## src/design/jse_pkg.sv

```systemverilog
// Shared types, codes and helpers for the JSON string escaper.
`default_nettype none
package jse_pkg;

  localparam int FIFO_DEPTH = 2;
  localparam int PTR_W      = $clog2(FIFO_DEPTH);
  localparam int CNT_W      = $clog2(FIFO_DEPTH + 1);
  localparam int IDX_W      = 3;

  localparam logic [1:0] ACT_BEGIN = 2'd0;
  localparam logic [1:0] ACT_DATA  = 2'd1;
  localparam logic [1:0] ACT_END   = 2'd2;
  localparam logic [1:0] ACT_NONE  = 2'd3;

  localparam logic [7:0] CH_QUOTE  = 8'h22;
  localparam logic [7:0] CH_BSLASH = 8'h5C;
  localparam logic [7:0] CH_ZERO   = 8'h30;
  localparam logic [7:0] CH_LOWER_U = 8'h75;
  localparam logic [7:0] CH_LOWER_B = 8'h62;
  localparam logic [7:0] CH_LOWER_F = 8'h66;
  localparam logic [7:0] CH_LOWER_N = 8'h6E;
  localparam logic [7:0] CH_LOWER_R = 8'h72;
  localparam logic [7:0] CH_LOWER_T = 8'h74;
  localparam logic [7:0] CTRL_LIMIT = 8'h20;

  typedef enum logic [1:0] {
    KIND_PLAIN = 2'd0,
    KIND_SHORT = 2'd1,
    KIND_UNI   = 2'd2
  } kind_t;

  typedef struct packed {
    kind_t      kind;
    logic [7:0] val;
    logic       done;
  } cmd_t;

  localparam logic [IDX_W-1:0] LEN_PLAIN = 3'd1;
  localparam logic [IDX_W-1:0] LEN_SHORT = 3'd2;
  localparam logic [IDX_W-1:0] LEN_UNI   = 3'd6;

  function automatic logic [7:0] hex_digit(input logic [3:0] d);
    logic [7:0] r;
    if (d < 4'd10) begin
      r = CH_ZERO + {4'b0, d};
    end else begin
      r = 8'h57 + {4'b0, d};
    end
    return r;
  endfunction

endpackage
`default_nettype wire

```

## src/design/jse_front.sv

```systemverilog
// Front end: accepts input transactions and classifies them into escape commands.
`default_nettype none
module jse_front (
  input  wire logic             in_valid,
  output logic                  in_ready,
  input  wire logic [1:0]       in_action,
  input  wire logic [7:0]       in_data_byte,
  output logic                  push,
  output jse_pkg::cmd_t         push_cmd,
  input  wire logic             q_ready
);

  always_comb begin
    push_cmd.kind = jse_pkg::KIND_PLAIN;
    push_cmd.val  = jse_pkg::CH_QUOTE;
    push_cmd.done = 1'b0;
    unique case (in_action)
      jse_pkg::ACT_BEGIN: ;
      jse_pkg::ACT_END: push_cmd.done = 1'b1;
      jse_pkg::ACT_DATA: begin
        push_cmd.kind = jse_pkg::KIND_SHORT;
        unique case (in_data_byte)
          jse_pkg::CH_QUOTE:  push_cmd.val = jse_pkg::CH_QUOTE;
          jse_pkg::CH_BSLASH: push_cmd.val = jse_pkg::CH_BSLASH;
          8'h08:              push_cmd.val = jse_pkg::CH_LOWER_B;
          8'h0C:              push_cmd.val = jse_pkg::CH_LOWER_F;
          8'h0A:              push_cmd.val = jse_pkg::CH_LOWER_N;
          8'h0D:              push_cmd.val = jse_pkg::CH_LOWER_R;
          8'h09:              push_cmd.val = jse_pkg::CH_LOWER_T;
          default: begin
            push_cmd.val = in_data_byte;
            if (in_data_byte < jse_pkg::CTRL_LIMIT) begin
              push_cmd.kind = jse_pkg::KIND_UNI;
            end else begin
              push_cmd.kind = jse_pkg::KIND_PLAIN;
            end
          end
        endcase
      end
      default: ;
    endcase
  end

  assign in_ready = q_ready;
  assign push     = in_valid && q_ready && (in_action != jse_pkg::ACT_NONE);

endmodule
`default_nettype wire

```

## src/design/jse_fifo.sv

```systemverilog
// Short command queue between the front end and the emitter.
`default_nettype none
module jse_fifo (
  input  wire logic          clk,
  input  wire logic          rst_n,
  input  wire logic          push,
  input  wire jse_pkg::cmd_t push_cmd,
  output logic               q_ready,
  input  wire logic          pop,
  output logic               q_valid,
  output jse_pkg::cmd_t      q_cmd
);

  jse_pkg::cmd_t                 mem_r [jse_pkg::FIFO_DEPTH];
  logic [jse_pkg::PTR_W-1:0]     wr_ptr_r, wr_ptr_nxt;
  logic [jse_pkg::PTR_W-1:0]     rd_ptr_r, rd_ptr_nxt;
  logic [jse_pkg::CNT_W-1:0]     cnt_r, cnt_nxt;
  logic                          do_push, do_pop;

  localparam logic [jse_pkg::CNT_W-1:0] DEPTH_C = jse_pkg::CNT_W'(jse_pkg::FIFO_DEPTH);
  localparam logic [jse_pkg::PTR_W-1:0] LAST_C  = jse_pkg::PTR_W'(jse_pkg::FIFO_DEPTH - 1);

  assign q_ready = (cnt_r != DEPTH_C);
  assign q_valid = (cnt_r != '0);
  assign q_cmd   = mem_r[rd_ptr_r];
  assign do_push = push && q_ready;
  assign do_pop  = pop && q_valid;

  always_comb begin
    wr_ptr_nxt = wr_ptr_r;
    rd_ptr_nxt = rd_ptr_r;
    cnt_nxt    = cnt_r;
    if (do_push) begin
      wr_ptr_nxt = (wr_ptr_r == LAST_C) ? '0 : wr_ptr_r + 1'b1;
    end
    if (do_pop) begin
      rd_ptr_nxt = (rd_ptr_r == LAST_C) ? '0 : rd_ptr_r + 1'b1;
    end
    if (do_push && !do_pop) begin
      cnt_nxt = cnt_r + 1'b1;
    end else if (do_pop && !do_push) begin
      cnt_nxt = cnt_r - 1'b1;
    end
  end

  always_ff @(posedge clk) begin
    if (!rst_n) begin
      wr_ptr_r <= '0;
      rd_ptr_r <= '0;
      cnt_r    <= '0;
    end else begin
      wr_ptr_r <= wr_ptr_nxt;
      rd_ptr_r <= rd_ptr_nxt;
      cnt_r    <= cnt_nxt;
    end
  end

  always_ff @(posedge clk) begin
    if (do_push) begin
      mem_r[wr_ptr_r] <= push_cmd;
    end
  end

  a_cnt_bound: assert property (@(posedge clk) disable iff (!rst_n)
    cnt_r <= DEPTH_C) else $error("queue count above depth");
  a_no_pop_empty: assert property (@(posedge clk) disable iff (!rst_n)
    (cnt_r == '0) |=> (cnt_r <= 1)) else $error("queue count jumped from empty");
  a_ptr_gap: assert property (@(posedge clk) disable iff (!rst_n)
    (cnt_r == '0) |-> (wr_ptr_r == rd_ptr_r)) else $error("empty queue with pointer gap");

endmodule
`default_nettype wire

```

## src/design/jse_back.sv

```systemverilog
// Emitter: steps through each queued command and drives the output register.
`default_nettype none
module jse_back (
  input  wire logic          clk,
  input  wire logic          rst_n,
  input  wire logic          q_valid,
  input  wire jse_pkg::cmd_t q_cmd,
  output logic               pop,
  output logic               out_valid,
  input  wire logic          out_ready,
  output logic [7:0]         out_byte,
  output logic               out_last_of_run,
  output logic               out_string_done
);

  logic [jse_pkg::IDX_W-1:0] idx_r, idx_nxt;
  logic                      out_valid_r, out_valid_nxt;
  logic [7:0]                byte_r, byte_nxt;
  logic                      last_r, done_r;
  logic [jse_pkg::IDX_W-1:0] len;
  logic                      load, step, last;

  always_comb begin
    case (q_cmd.kind)
      jse_pkg::KIND_SHORT: len = jse_pkg::LEN_SHORT;
      jse_pkg::KIND_UNI:   len = jse_pkg::LEN_UNI;
      default:             len = jse_pkg::LEN_PLAIN;
    endcase
  end

  assign load = !out_valid_r || out_ready;
  assign step = load && q_valid;
  assign last = (idx_r == len - 1'b1);
  assign pop  = step && last;

  always_comb begin
    byte_nxt = q_cmd.val;
    case (q_cmd.kind)
      jse_pkg::KIND_SHORT: begin
        byte_nxt = (idx_r == '0) ? jse_pkg::CH_BSLASH : q_cmd.val;
      end
      jse_pkg::KIND_UNI: begin
        case (idx_r)
          3'd0:    byte_nxt = jse_pkg::CH_BSLASH;
          3'd1:    byte_nxt = jse_pkg::CH_LOWER_U;
          3'd4:    byte_nxt = jse_pkg::hex_digit(q_cmd.val[7:4]);
          3'd5:    byte_nxt = jse_pkg::hex_digit(q_cmd.val[3:0]);
          default: byte_nxt = jse_pkg::CH_ZERO;
        endcase
      end
      default: ;
    endcase
  end

  always_comb begin
    out_valid_nxt = load ? q_valid : out_valid_r;
    idx_nxt       = idx_r;
    if (step) begin
      idx_nxt = last ? '0 : idx_r + 1'b1;
    end
  end

  always_ff @(posedge clk) begin
    if (!rst_n) begin
      out_valid_r <= 1'b0;
      idx_r       <= '0;
    end else begin
      out_valid_r <= out_valid_nxt;
      idx_r       <= idx_nxt;
    end
  end

  always_ff @(posedge clk) begin
    if (step) begin
      byte_r <= byte_nxt;
      last_r <= last;
      done_r <= last && q_cmd.done;
    end
  end

  assign out_valid       = out_valid_r;
  assign out_byte        = byte_r;
  assign out_last_of_run = last_r;
  assign out_string_done = done_r;

  a_idx_range: assert property (@(posedge clk) disable iff (!rst_n)
    idx_r < jse_pkg::LEN_UNI) else $error("escape index out of range");
  a_idx_holds_entry: assert property (@(posedge clk) disable iff (!rst_n)
    (idx_r != '0) |-> q_valid) else $error("escape in progress with empty queue");
  a_done_is_last: assert property (@(posedge clk) disable iff (!rst_n)
    (out_valid_r && done_r) |-> (last_r && byte_r == jse_pkg::CH_QUOTE))
    else $error("string end not on closing quote");

endmodule
`default_nettype wire

```

## src/design/json_string_escaper.sv

```systemverilog
// JSON string escaper top level: front end, command queue and emitter.
//
// Input channel (in_valid/in_ready, in_action, in_data_byte): one transaction
// per begin, data byte or end. Unused action code 3 is taken and dropped.
// Output channel (out_valid/out_ready): one escaped text byte per transaction,
// with out_last_of_run on the final byte of each input and out_string_done on
// the closing quote.
// The command of each input transaction is first written into the command
// queue, and the emitter then loads its first output byte into the output
// register.
// Throughput: one input per cycle for plain bytes and quotes unless output
// stalls; two-byte and \u00XX escapes are paced by the emitter, which makes
// one output byte per cycle while out_ready is high. A two-entry command queue
// lets the front end keep accepting while the emitter works or waits.
// Reset clears the queue and the output stage; no string state is kept.
// When the receiver stalls, the output byte holds, the emitter stops, and
// input is refused once the queue fills.
`default_nettype none
module json_string_escaper (
  input  wire logic       clk,
  input  wire logic       rst_n,
  input  wire logic       in_valid,
  output logic            in_ready,
  input  wire logic [1:0] in_action,
  input  wire logic [7:0] in_data_byte,
  output logic            out_valid,
  input  wire logic       out_ready,
  output logic [7:0]      out_byte,
  output logic            out_last_of_run,
  output logic            out_string_done
);

  logic          push, q_ready, q_valid, pop;
  jse_pkg::cmd_t push_cmd, q_cmd;

  jse_front u_front (
    .in_valid     (in_valid),
    .in_ready     (in_ready),
    .in_action    (in_action),
    .in_data_byte (in_data_byte),
    .push         (push),
    .push_cmd     (push_cmd),
    .q_ready      (q_ready)
  );

  jse_fifo u_fifo (
    .clk      (clk),
    .rst_n    (rst_n),
    .push     (push),
    .push_cmd (push_cmd),
    .q_ready  (q_ready),
    .pop      (pop),
    .q_valid  (q_valid),
    .q_cmd    (q_cmd)
  );

  jse_back u_back (
    .clk             (clk),
    .rst_n           (rst_n),
    .q_valid         (q_valid),
    .q_cmd           (q_cmd),
    .pop             (pop),
    .out_valid       (out_valid),
    .out_ready       (out_ready),
    .out_byte        (out_byte),
    .out_last_of_run (out_last_of_run),
    .out_string_done (out_string_done)
  );

endmodule
`default_nettype wire
```

## config.mk

```make
export PLATFORM = sky130hd
export DESIGN_NAME = json_string_escaper
export DESIGN_NICKNAME = d
export VERILOG_FILES = /design/src/design/jse_pkg.sv /design/src/design/jse_front.sv /design/src/design/jse_fifo.sv /design/src/design/jse_back.sv /design/src/design/json_string_escaper.sv
export SDC_FILE = /design/constraint.sdc
export NUM_CORES = 1
export LEC_CHECK = 0
export BUFFER_PORTS_ARGS = -buffer_cell sky130_fd_sc_hd__buf_2
export CAP_MARGIN = 25
export CORE_UTILIZATION = 25
export CTS_CLUSTER_SIZE = 20
export DETAILED_ROUTE_END_ITERATION = 6
export HOLD_SLACK_MARGIN = 0.05
export SLEW_MARGIN = 5
export SYNTH_ARGS = -nofsm -noshare
export SYNTH_HDL_FRONTEND = slang
export SYNTH_HIERARCHICAL = 1
export SYNTH_SLANG_ARGS = --single-unit
```

## constraint.sdc

```tcl
create_clock -name clk -period 2.9 [get_ports clk]
set_input_delay 0.435 -clock clk [delete_from_list [all_inputs] [get_ports clk]]
set_output_delay 0.435 -clock clk [all_outputs]
set_load 0.01 [all_outputs]
```

# Word level (Yosys, flattened, before mapping)
# Memories as Yosys holds them, arrays and structs flattened. A register that Yosys moved wholly into a read port is not among the register bits.
# Cells that the tools add are included.
# Widths: inputs -> output; s select.
# word_totals
n_memories	1
output_inout_bits	12
input_bits	14
register_bits	18
ramBits	22
elab_cells	76
# memory_table
name	words	word_bits	rd	rd_clocked_by_memory_dff	write_ports	line_no	rtl
u_fifo.mem_r	2	11	1	1	1	jse_fifo.sv:14	jse_pkg::cmd_t mem_r [jse_pkg::FIFO_DEPTH];
# classes
addsub	10
reduce_logical	17
magnitude_cmp	3
eq_ne	17
n_mux	20
# ops
cell	n
$pmux 8 s7	1
$eq 8x4->1 const B	5
$pmux 8 s4	1
$mux 8	3
$add 7x4->8 const A	2
$pmux 8 s2	1
$add 6x4->7 const A	2
$mux 10	1
$logic_and 1x1->1	9
$eq 8x6->1 const B	1
$eq 8x7->1 const B	1
$lt 4x4->1 const B	2
$lt 8x6->1 const B	1
$mux 2	4
$mux 1	7
$reduce_or 7->1	1
$eq 3x3->1 const B	2
$pmux 3 s2	1
$eq 2x1->1 const B	2
$eq 2x2->1 const B	2
$ne 2x2->1 const B	2
$reduce_bool 2->1	2
$add 3x1->3 const B	1
$eq 3x1->1 const B	1
9 further kinds	12

# Longest topological paths before layout
# depth
ltp_word	9
depth_mapped	13
depth_no_buf	11

# Modules after synthesis
# Netlist, hierarchy kept.
# modules_own_cells
module	n_inst	area_each_um2	seq_area_each_um2	cells_per_inst
jse_fifo	1	1032.2	760.7	58
jse_back	1	996.0	380.4	111
jse_front	1	330.3	0.0	49

# Least setup slack after synthesis
# Ideal clock, no wire load.
# synth_timing
path_kind	register -> register
startpoint	register with a tool-made name
endpoint	register u_fifo/cnt_r[1] (netlist name)
period_less_slack_ps	2761
path_stages_with_launch	13
setup_time_ps	70
path_slack_ps	139
t_arrival_ps	2691
t_required_ps	2830
path_buffers	2
cell_sequence	dfxtp_1 buf_2 mux2_2 inv_1 ha_1 buf_4 xnor2_1 nor3_2 nor2b_1 o21ai_1 ha_1 or3_1 a21boi_1
# synth_rtl
element	line_no	rtl
end signal, assigned	jse_fifo.sv:54	cnt_r <= cnt_nxt;
end, declared	jse_fifo.sv:17	logic [jse_pkg::CNT_W-1:0] cnt_r, cnt_nxt;

==> metrics.txt <==
Flop pwr share=0.373; # DRC=0; Hold Fails Final Rpt=0; Slew HR=0.615; final WL=4710 um; Antenna diodes=0; Clock Skew=9.15 ps; Synth-to-Final Area Change=15.7%; Post-CTS Hold Fix Bufs=0; Clk pwr share=0.214; Peak VDD IR=356 uV; Total GRT Usage=0.0973; Setup Buffers After CTS=0; # H-tree levels=2; Logic pwr share=0.412; Remaining Overflow, GRT=0; Synth cell types=53; worst slew pin tran=578 ps; Power Density=918 mW/mm^2; routed length per instance=13.2 um; pre-CTS WS=320 ps; Crit. End Element=flip-flop; Detail Placement HPWL=3460 um; register area=0.00114 mm^2; CP Max Fanout=5; initial core utilization=0.256; number of flops mapped to enable cells by yosys=32; Power Internal=1.63 mW; clock transition at the registers of the reported paths=70 ps; crit path DAT=2780 ps; Async S/R FF share, synth=0; Ys Warns=6; initial antenna violation count=0; Via density=4.92; Die W=99.1 um; RSZ-0062 raised after global routing=false; Multi-input gate area=0.00112 mm^2; Hold Crit Class=in2reg; syn nets=240; global-route wire length before repair=7550 um; vias in the first global route=1,598; CTS Buf Count=5; fin nets=267; WS Path Type=reg2reg; Switching Share=0.349; ys flop type=edfxtp_1; clk root buf=clkbuf_8; Boundary Pins=26; Final Setup Violations=0; first drt pass iteration count=4; Synth top area share=0.407; MaxCap Viol Count=0; Final Slew Violations=0; Fin Setup TNS=0 ps; synth top area cells=edfxtp_1 41%, dfxtp_1 7.6%, mux2_2 5.3%; num rows=35; Yosys reg bits=41; clk_lat worst skew=290 ps; largest area contributor in the netlist=edfxtp_1; register area share after synthesis=0.484; Leakage=1.01 nW; Layout fillers=947; status=complete, no violations; largest net degree at the start of global routing=15; antenna viol nets, final=0; Fmax=391 MHz; DRT iter0 DRCs=79; CP startpoint kind=flip-flop; Placer Congestion=0.871; Mapped Cells=218; placed insts=349; Post-Syn Area=0.00236 mm^2; Core Box Area=0.00920 mm^2; layout cells sized above 1=0.232; Sw Pwr=0.875 mW; vias=1,757; Period minus WS final=2560 ps; Die ar.=0.00983 mm^2; Post-Layout Cell Count=357; Final period util=0.882; CTS Sinks=41; number of I/O port buffers=25; Die Height=99.1 um; slack of the critical path=341 ps; deepest clock path buffer count=2; CTS tree=built; post-cts resize count=0; WP data required=3120 ps; Mean Syn Cell Area=10.8 um^2
==> Yosys cell counts (all sizes together), types with 2 or more instances <==
library cell  instances
a21boi                5
xor2                  3
nand2b                6
a21oi                10
and2                  7
inv                  13
buf                   8
mux2                 11
nand3b                4
edfxtp               32
or2b                  2
o21ai                17
nor2                 11
ha                    8
or3                   5
a221oi                2
xnor2                 6
nand4                 2
nor4b                 3
o41ai                 2
nand2                11
nor2b                 5
dfxtp                 9
nor3                  6
o22ai                 3
nand3                 7
==> flip-flops by register name, indices dropped and copies added (netlist names), named ones only <==
register / flops
u_fifo/cnt_r: 2
u_back/out_last_of_run: 1
u_back/out_string_done: 1
u_back/out_byte: 8
u_back/out_valid: 1
u_fifo/mem_r: 22
u_fifo/rd_ptr_r: 1
u_back/idx_r: 3
u_fifo/wr_ptr_r: 1
==> power groups by stage <==
stage	Clock [mW]	Sequential [mW]	Combinational, mW
finish	0.537	0.934	1.03
global route	0.571	0.956	1.14
CTS	0.548	0.938	1.03
detailed placement	0	0.951	1.03
global placement	0	0.946	1.01
floorplan	0	0.984	0.695
==> cell type report <==
| class | count | area share |
|---|---|---|
| Timing Repair Buffer | 28 | 0.0541 |
| Clock buffer | 5 | 0.0252 |
| Clock inverter | 3 | 0.0239 |
| Tap cell | 111 | 0.0509 |
| Multi-Input combinational cell | 156 | 0.410 |
| Inverter | 13 | 0.0179 |
| Sequential cell | 41 | 0.418 |
==> stage by stage <==
step                      hold WS (ps)  total power [mW]  cell area [um^2]   util
final                              461              2.50              2730  0.297
after global routing               477              2.67              2730  0.297
after CTS                          463              2.52              2730  0.297
after detailed placement           544              1.98              2590  0.282
after global placement             534              1.96              2590  0.282
after floorplan                    496              1.68              2360      -
==> per-layer routing <==
metal  global-route usage  share of wire  up-vias
met5                    0              0        -
met4               0.0486          0.030        0
met3               0.0148          0.048       14
met2                0.153           0.44       67
met1                0.130           0.48      815
li1                     -              -      861
==> cells by family (layout without fill, tap and decap cells) <==
logic type      Yosys count  in the layout  synth area share
simple gates             75             75             0.198
flops                    41             41             0.484
xor+xnor                  9              9            0.0334
buf+inv                  21             49            0.0424
fa+ha+maj                 8              8            0.0424
compound gates           52             52             0.143
mux                      12             12            0.0568
==> cell usage in the layout, fill, tap and decap left out, drive strengths merged, types with 2 or more instances in the layout <==
cell type / n
nand2: 11
nand4: 2
inv: 13
and2: 7
clkbuf: 5
o22ai: 3
nand3b: 4
nor2: 11
nand2b: 6
buf: 28
a21oi: 10
a221oi: 2
nor2b: 5
dfxtp: 9
ha: 8
a21boi: 5
bufinv: 2
or2b: 2
xor2: 3
nor4b: 3
nand3: 7
o21ai: 17
nor3: 6
o41ai: 2
xnor2: 6
mux2: 11
edfxtp: 32
or3: 5
==> final timing paths <==
check                    from          endpoint  slack [ps]  cells after the start
max                 flip-flop   u_fifo/cnt_r[1]         340                      9
min                     rst_n   u_back/idx_r[1]         460                      2
max reg2reg         flip-flop   u_fifo/cnt_r[1]         340                      9
min reg2reg  u_back/out_valid  u_back/out_valid         550                      2
==> critical path: stages (launching register included) <==
cell	delay, ps
dfxtp_1	360
mux2_2	360
ha_1	240
xor2_1	170
nor3_2	180
nor2b_1	220
o21ai_1	130
ha_1	320
or3_1	350
a21boi_1	150
Note: power is estimated with default switching activity, not from simulation.
